[src/rtl/hpq_pkg.sv]
package hpq_pkg;

	localparam int CAPACITY_DEF = 1024;

	// operation codes carried on mode
	localparam logic [1:0] MODE_INSERT  = 2'd0;
	localparam logic [1:0] MODE_EXTRACT = 2'd1;
	localparam logic [1:0] MODE_UPDATE  = 2'd2;

	// result status codes
	localparam logic [2:0] STATUS_OK       = 3'd0;
	localparam logic [2:0] STATUS_EMPTY    = 3'd1;
	localparam logic [2:0] STATUS_FULL     = 3'd2;
	localparam logic [2:0] STATUS_REJECTED = 3'd3;
	localparam logic [2:0] STATUS_RANGE    = 3'd4;

	typedef struct packed {
		logic signed [63:0] value;
		logic [2:0]         status;
		logic [10:0]        count;
	} res_t;

	// true if key a belongs strictly nearer the top than key b
	function automatic logic nearer_top(input logic signed [63:0] a,
		input logic signed [63:0] b, input logic is_max);
		return is_max ? (a > b) : (a < b);
	endfunction

endpackage

[src/rtl/hpq_ctrl.sv]
module hpq_ctrl
	import hpq_pkg::*;
#(
	parameter int CAPACITY = CAPACITY_DEF,
	parameter int AW       = $clog2(CAPACITY),
	parameter int CW       = $clog2(CAPACITY + 1)
) (
	input  logic               clk,
	input  logic               arst_n,
	input  logic               heap_is_max,
	input  logic               start,
	input  logic [1:0]         mode,
	input  logic signed [63:0] item_value,
	input  logic [9:0]         slot_index,
	output logic               idle,
	output logic               res_valid,
	output res_t               res,
	output logic               mem_we,
	output logic [AW-1:0]      mem_waddr,
	output logic signed [63:0] mem_wdata,
	output logic [AW-1:0]      mem_raddr0,
	output logic [AW-1:0]      mem_raddr1,
	input  logic signed [63:0] mem_rdata0,
	input  logic signed [63:0] mem_rdata1
);

	localparam int LW   = AW + 2;
	localparam int CMPW = (CW > 10) ? CW : 10;

	localparam logic [2:0] ST_IDLE = 3'd0;
	localparam logic [2:0] ST_EXT  = 3'd1;
	localparam logic [2:0] ST_UPD  = 3'd2;
	localparam logic [2:0] ST_UP   = 3'd3;
	localparam logic [2:0] ST_DN   = 3'd4;

	logic [2:0]         state_q, state_d;
	logic [CW-1:0]      count_q, count_d;
	logic [AW-1:0]      idx_q, idx_d;
	logic signed [63:0] key_q, key_d;

	logic [AW-1:0]      up_idx;
	logic               go_up;
	logic [LW-1:0]      l_idx, r_idx;
	logic               l_ok, r_ok, take_l, take_r, r_vs;
	logic [AW-1:0]      best_idx;
	logic signed [63:0] best_val;
	logic               slot_ok;

	function automatic logic [AW-1:0] parent_of(input logic [AW-1:0] i);
		logic [AW-1:0] t;
		t = i - AW'(1);
		return t >> 1;
	endfunction

	function automatic logic [AW-1:0] left_of(input logic [AW-1:0] i);
		return AW'({i, 1'b1});
	endfunction

	function automatic logic [AW-1:0] right_of(input logic [AW-1:0] i);
		return AW'({1'b0, i, 1'b1} + LW'(1));
	endfunction

	// sift up: hole at idx_q, parent key in rdata0
	assign up_idx = parent_of(idx_q);
	assign go_up  = (idx_q != '0) && nearer_top(key_q, mem_rdata0, heap_is_max);

	// sift down: hole at idx_q, children in rdata0 / rdata1
	assign l_idx  = {1'b0, idx_q, 1'b1};
	assign r_idx  = l_idx + LW'(1);
	assign l_ok   = l_idx < LW'(count_q);
	assign r_ok   = r_idx < LW'(count_q);
	assign take_l = l_ok && nearer_top(mem_rdata0, key_q, heap_is_max);
	assign r_vs   = take_l ? nearer_top(mem_rdata1, mem_rdata0, heap_is_max)
		: nearer_top(mem_rdata1, key_q, heap_is_max);
	assign take_r = r_ok && r_vs;

	always_comb begin
		best_idx = AW'(l_idx);
		best_val = mem_rdata0;
		if (take_r) begin
			best_idx = AW'(r_idx);
			best_val = mem_rdata1;
		end
	end

	assign slot_ok = CMPW'(slot_index) < CMPW'(count_q);

	always_comb begin
		state_d    = state_q;
		count_d    = count_q;
		idx_d      = idx_q;
		key_d      = key_q;
		mem_we     = 1'b0;
		mem_waddr  = idx_q;
		mem_wdata  = key_q;
		mem_raddr0 = '0;
		mem_raddr1 = '0;
		res_valid  = 1'b0;
		res.value  = '0;
		res.status = STATUS_OK;
		res.count  = 11'(count_q);
		unique case (state_q)
			ST_IDLE: begin
				if (start) begin
					res_valid = 1'b1;
					unique case (mode)
						MODE_INSERT: begin
							if (count_q == CW'(CAPACITY)) begin
								res.status = STATUS_FULL;
							end else begin
								count_d    = count_q + CW'(1);
								idx_d      = AW'(count_q);
								key_d      = item_value;
								mem_raddr0 = parent_of(AW'(count_q));
								res.count  = 11'(count_d);
								state_d    = ST_UP;
							end
						end
						MODE_EXTRACT: begin
							if (count_q == '0) begin
								res.status = STATUS_EMPTY;
							end else begin
								// result waits for the root read
								res_valid  = 1'b0;
								count_d    = count_q - CW'(1);
								mem_raddr0 = '0;
								mem_raddr1 = AW'(count_d);
								state_d    = ST_EXT;
							end
						end
						MODE_UPDATE: begin
							if (!slot_ok) begin
								res.status = STATUS_RANGE;
							end else begin
								res_valid  = 1'b0;
								idx_d      = AW'(slot_index);
								key_d      = item_value;
								mem_raddr0 = AW'(slot_index);
								state_d    = ST_UPD;
							end
						end
						default: begin
							res.status = STATUS_OK;
						end
					endcase
				end
			end
			ST_EXT: begin
				res_valid = 1'b1;
				res.value = mem_rdata0;
				if (count_q == '0) begin
					state_d = ST_IDLE;
				end else begin
					// last key becomes the moving key, hole at the root
					key_d      = mem_rdata1;
					idx_d      = '0;
					mem_raddr0 = left_of('0);
					mem_raddr1 = right_of('0);
					state_d    = ST_DN;
				end
			end
			ST_UPD: begin
				res_valid = 1'b1;
				if (nearer_top(mem_rdata0, key_q, heap_is_max)) begin
					res.status = STATUS_REJECTED;
					state_d    = ST_IDLE;
				end else begin
					mem_raddr0 = up_idx;
					state_d    = ST_UP;
				end
			end
			ST_UP: begin
				mem_we = 1'b1;
				if (go_up) begin
					mem_wdata  = mem_rdata0;
					idx_d      = up_idx;
					mem_raddr0 = parent_of(up_idx);
				end else begin
					state_d = ST_IDLE;
				end
			end
			ST_DN: begin
				mem_we = 1'b1;
				if (take_l || take_r) begin
					mem_wdata  = best_val;
					idx_d      = best_idx;
					mem_raddr0 = left_of(best_idx);
					mem_raddr1 = right_of(best_idx);
				end else begin
					state_d = ST_IDLE;
				end
			end
			default: begin
				state_d = ST_IDLE;
			end
		endcase
	end

	always_ff @(posedge clk or negedge arst_n) begin
		if (!arst_n) begin
			state_q <= ST_IDLE;
			count_q <= '0;
		end else begin
			state_q <= state_d;
			count_q <= count_d;
		end
	end

	always_ff @(posedge clk) begin
		idx_q <= idx_d;
		key_q <= key_d;
	end

	assign idle = (state_q == ST_IDLE);

	a_count_bound: assert property (@(posedge clk) disable iff (!arst_n)
		count_q <= CW'(CAPACITY))
		else $error("key count above capacity");

	a_write_in_heap: assert property (@(posedge clk) disable iff (!arst_n)
		mem_we |-> (CW'(mem_waddr) < count_q))
		else $error("heap write outside held keys");

	a_sift_down_nonempty: assert property (@(posedge clk) disable iff (!arst_n)
		(state_q == ST_DN) |-> (count_q != '0))
		else $error("sift down on empty heap");

	a_count_steady_in_sift: assert property (@(posedge clk) disable iff (!arst_n)
		(state_q == ST_UP || state_q == ST_DN) |=> $stable(count_q))
		else $error("key count moved during a sift");

endmodule
[config.mk]
export PLATFORM = sky130hd
export DESIGN_NAME = hpq_ctrl
export DESIGN_NICKNAME = d
export VERILOG_FILES = /design/src/rtl/hpq_pkg.sv /design/src/rtl/hpq_ctrl.sv
export SDC_FILE = /design/constraint.sdc
export NUM_CORES = 1
export LEC_CHECK = 0
export BUFFER_PORTS_ARGS = -buffer_cell sky130_fd_sc_hd__buf_2
export CELL_PAD_IN_SITES_DETAIL_PLACEMENT = 1
export CELL_PAD_IN_SITES_GLOBAL_PLACEMENT = 1
export CORE_ASPECT_RATIO = 2
export CORE_MARGIN = 5
export CORE_UTILIZATION = 30
export DETAILED_ROUTE_END_ITERATION = 6
export GPL_ROUTABILITY_DRIVEN = 0
export GPL_TIMING_DRIVEN = 1
export PLACE_DENSITY = 0.73
export SLEW_MARGIN = 40
export SYNTH_ARGS = -nofsm -noshare
export SYNTH_HDL_FRONTEND = slang
export SYNTH_SLANG_ARGS = --single-unit
[constraint.sdc]
create_clock -name clk -period 8.3 [get_ports clk]
set_input_delay 0.83 -clock clk [delete_from_list [all_inputs] [get_ports clk]]
set_output_delay 0.83 -clock clk [all_outputs]
set_load 0.02 [all_outputs]
# Yosys cells after proc, flatten, opt, wreduce, memory -nomap -nowiden
# Index checks and enable logic that the tools add are counted.
classes:
  n_addsub: 7
  order_cmp: 11
  eq_ne: 19
  muxes: 68
  n_reduce_logical: 17
ops:
  columns: ["cell", "count"]
  rows:
  - ["$mux W64", 8]
  - ["$pmux W64 S2", 3]
  - ["$gt A64 B64 Y1", 4]
  - ["$lt A64 B64 Y1", 4]
  - ["$mux W10", 14]
  - ["$pmux W10 S5", 1]
  - ["$mux W11", 4]
  - ["$pmux W10 S2", 2]
  - ["$pmux W10 S4", 1]
  - ["$pmux W10 S3", 1]
  - ["$mux W9", 3]
  - ["$mux W3", 8]
  - ["$pmux W11 S2", 1]
  - ["$sub A10 B1 Y10 const B", 2]
  - ["$pmux W3 S3", 2]
  - ["$pmux W3 S5", 1]
  - ["$mux W14", 1]
  - ["$ne A2 B2 Y1 const B", 7]
  - ["$add A11 B1 Y12 const B", 1]
  - ["$lt A12 B11 Y1", 1]
  - ["$add A11 B1 Y11 const B", 1]
  - ["$eq A11 B11 Y1 const B", 1]
  - ["$logic_not A11 Y1", 1]
  - ["$lt A10 B11 Y1", 1]
  - ["28 further kinds", 49]
word_totals:
  reg_bits: 88
  word_cells: 126

# Longest topological paths before layout
depth:
  word_depth: 9
  mapped_depth: 19
  mapped_depth_nobuf: 18

# Worst setup path after synthesis
# OpenSTA, ideal clock, no wires.
synth_timing:
  kind: "input to register"
  startpoint: "input slot_index[1]"
  endpoint: "register key_q[0], enable pin"
  setup_ps: 565
  arrival_ps: 7045
  required_ps: 7735
  path_slack_ps: 690
  path_stages: 13
  path_buffers: 0
  path_cell_list: "ha_1 a21o_1 a21o_1 a21o_1 a21oi_1 nor2b_1 o21ai_0 a21oi_1 a41oi_1 nand2b_1 a31oi_1 a221o_1 nor3_1"
synth_between:
  elab_chain_len: 3
synth_rtl:
  columns: ["item", "line", "rtl"]
  rows:
  - ["start: declaration", "hpq_ctrl.sv:14", "input logic [9:0] slot_index,"]
  - ["$lt A10 B11 Y1", "hpq_ctrl.sv:86", "assign slot_ok = CMPW'(slot_index) < CMPW'(count_q);"]
  - ["$ne A3 B3 Y1 (no source line)", null, null]
  - ["$reduce_and A6 Y1 (no source line)", null, null]
  - ["end signal: assignment", "hpq_ctrl.sv:211", "key_q <= key_d;"]
  - ["end: declaration", "hpq_ctrl.sv:39", "logic signed [63:0] key_q, key_d;"]
# No other way between the ends.
# A chain may end at the register's enable or synchronous reset.

# Final worst setup path
layout_timing:
  startpoint: "register idx_q[2] (netlist: mem_waddr[2])"
  endpoint: "output mem_wdata[18]"
layout_between:
  elab_chain_len: 7
layout_rtl:
  columns: ["item", "line", "rtl"]
  rows:
  - ["start: declaration", "hpq_ctrl.sv:38", "logic [AW-1:0] idx_q, idx_d;"]
  - ["start signal: assignment", "hpq_ctrl.sv:210", "idx_q <= idx_d;"]
  - ["branches (longest 6 deep; another with $add A11 B1 Y12)", null, null]
  - ["$pmux W64 S2 *", "hpq_ctrl.sv:102", "unique case (state_q)"]
  - ["end: declaration", "hpq_ctrl.sv:20", "output logic signed [63:0] mem_wdata,"]
# Every way passes the cells marked *.

==> run metrics <==
fin nets 2309; Synth Area in Simple Gates 15.8%; sequential share of the synthesized area 20.5%; final hold slack 0.347 ns; vias per cell 5.61; top-level port count 383; IO Port Bufs 382; post-synthesis cell type count 73; crit path DAT 6.00 ns; average wire per standard cell 24.4 µm; CP max stage cell edfxtp_1; R2R Path Start mem_waddr[2]; clk slew on worst S/H paths 0.08 ns; initial antenna violation count 3; ys flop type edfxtp_1; crit path cell chain nand2_1 -> nor2_1 -> and3_1 -> and3_1 -> xor2_1 -> ha_1 -> a21oi_1 -> o21ai_0 -> a31oi_1 -> o21ai_0 -> mux2i_2 -> buf_4 -> inv_1 -> nor2_4 -> buf_4 -> a222oi_1 -> inv_1 -> buf_2; R2R Setup Slk 3.24 ns; maximum clock frequency 146 MHz; combinational family with the most area after synthesis adder cells; vias after detailed routing 13566; P_int 2.40 mW; switching power 3.03 mW; switch share 55.8%; clock latency at the later pin of the worst-skew pair 0.38 ns; die area 46300 µm²; post-detail-place hpwl 49700 µm; syn_nets 1968; Syn. warnings 0; Logic pwr share 72.2%; Post-Syn Area 12500 µm²; worst slack, placed 1.62 ns; Iter 0 DRT Violations 753; number of setup buffers added after CTS 0; Max Clock Skew 0.0129 ns; sequential share of power 19.2%; Seq cells post-synth 88; mux contribution to synthesized area 6.85%; CTS H-Tree Depth 3; Hold WC Path Type in -> async; clk sinks 88; CTS tree yes; Leak 7.61 nW; share of layout cells above drive strength 1 27.0%; pin count of the biggest net entering global routing 68; Die Y 299 µm; drc violations 0; CTS root buffer clkbuf_16; CP Launch Type flip-flop; fin crit period 6.83 ns; fin. max-slew vios 0; clock power share 8.7%; Post-Synth Adder-Cell Area 23.0%; area grow syn2layout 22.2%; Post-CTS Hold Buffers 0; TNS Setup 0 ns; CP peak stage delay 0.70 ns; status finished clean; drt total wl 59000 µm; CTS Buffer Depth 2; max_cap viols 0; Area after DPL 15000 µm²; post-CTS sizing 0; Syn Inst Count 1529; drt pass-1 iters 6; Final period util 82.3%; die width 155 µm; XOR/XNOR Fraction of Synth Area 4.11%; area occupied by multi-input gates 8860 µm²; RSZ-0062 raised after global routing no; Post-synth top cells 231 x ha_1, 222 x inv_1, 139 x nor2_1; Area contributors post-synth ha_1 23%, edfxtp_1 18%, inv_1 6.6%, mux2_2 6.1%, a222oi_1 5.1%; vias in the first global route 14961; Setup WS post-layout 1.47 ns; EDFF count, synth 74; num rows 106; asr flop ratio synth 15.9%; global route overflow 0; Worst slew margin 45.7%; first-pass GRT wire length 87800 µm; cts bufs inserted 9; # fillers 5216; CP max FO 27; CP Capture Type output pin; total power 5.43 mW; Starting Density 30.1%; Hold Vio Cnt, Final 0; worst reg2reg path endpoint mem_waddr[1]; final core utilization 36.8%; VDD IR max 0.140 mV; CP Data Required Time 7.47 ns; share of the synthesized area in the top cell type 23.0%; Reg2Reg Depth 17; GRT Overall Usage 24.6%; cell total after placement 2398; area leader, netlist ha_1; most numerous cell in the Yosys netlist ha_1; worst-margin pin slew 0.815 ns; flip-flop and latch area 2570 µm²; core area 41600 µm²; Design Area, Final 15300 µm²; final setup vio count 0; ratio of total power to cell area 354 nW/µm²; crit path kind reg -> out; Synth Area in Compound Gates 20.3%; Routed Antenna Nets 0; Layout Cells excl Fill 2417; mean post-synth cell area 8.20 µm²
-- cell families (layout without fill, tap and decap cells) --
group,after synthesis,after routing
buffers and inverters,292,638
flip-flops,88,88
other,0,2
XOR/XNOR,58,58
multiplexers,77,77
AO/OA/AOI/OAI,369,369
AND/OR/NAND/NOR,414,414
adder cells (fa/ha/maj),231,231
-- worst max-delay path: cells and delay by family, from the launching register on --
kind | cells | cell delay, ns
adder cells (fa/ha/maj) | 1 | 0.29
buffers and inverters | 5 | 1.23
AO/OA/AOI/OAI | 5 | 1.24
XOR/XNOR | 1 | 0.25
AND/OR/NAND/NOR | 5 | 1.65
multiplexers | 1 | 0.21
flip-flops | 1 | 0.70
-- cells in the final DEF, fill, tap and decap left out, drive strengths merged, types with 34 or more instances in the layout --
cell    Yosys  layout
buf        25     396
ha        231     231
inv       222     227
nor2      139     139
a21oi     110     110
nand2     102     102
edfxtp     74      74
mux2       68      68
o21ai      67      67
a222oi     64      64
xnor2      39      39
nand3      38      38
nand4      34      34
-- layout make-up --
cell class | count | share of cell area (%)
antenna | 2 | 0.0327
tap | 540 | 4.41
multi-input combinational | 1149 | 57.8
clock buffer | 9 | 1.47
inverter | 226 | 5.54
clock inverter | 7 | 0.555
timing repair buffer | 396 | 13.4
sequential | 88 | 16.8
-- power by group through the flow --
stage,sequential [mW],clock [mW],combinational (mW)
6_report,1.04,0.471,3.92
5_1_grt,1.06,0.497,4.27
4_1_cts,1.04,0.485,3.94
3_5_place_dp,1.05,0,3.92
3_3_place_gp,1.04,0,3.77
2_1_floorplan,0.924,0,2.63
-- layer usage --
layer  track usage, %  share of wire [%]
met1             23.5                 33
met2             47.9                 55
met3             4.18                5.2
met4             14.6                6.4
met5                0              0.022
-- how the worst max path moves through the flow --
stage                   start  depth (start not counted)  slack (ns)             to
2_1_floorplan   slot_index[1]                         13        0.69       key_q[0]
4_1_cts          mem_waddr[2]                         18        1.45  mem_wdata[18]
6_report         mem_waddr[2]                         18        1.47  mem_wdata[18]
3_3_place_gp   mem_rdata0[63]                         17        1.14  mem_wdata[57]
3_5_place_dp   mem_rdata0[63]                         18        1.62  mem_wdata[18]
5_1_grt          mem_waddr[2]                         18        1.09  mem_wdata[18]
-- sequential cells by signal, summed over array words and instances, names as in the netlist --
register and flops:
count_q 11, state_q 3, key_q 64, mem_waddr 10
No activity file was read; power rests on OpenSTA's default activity.
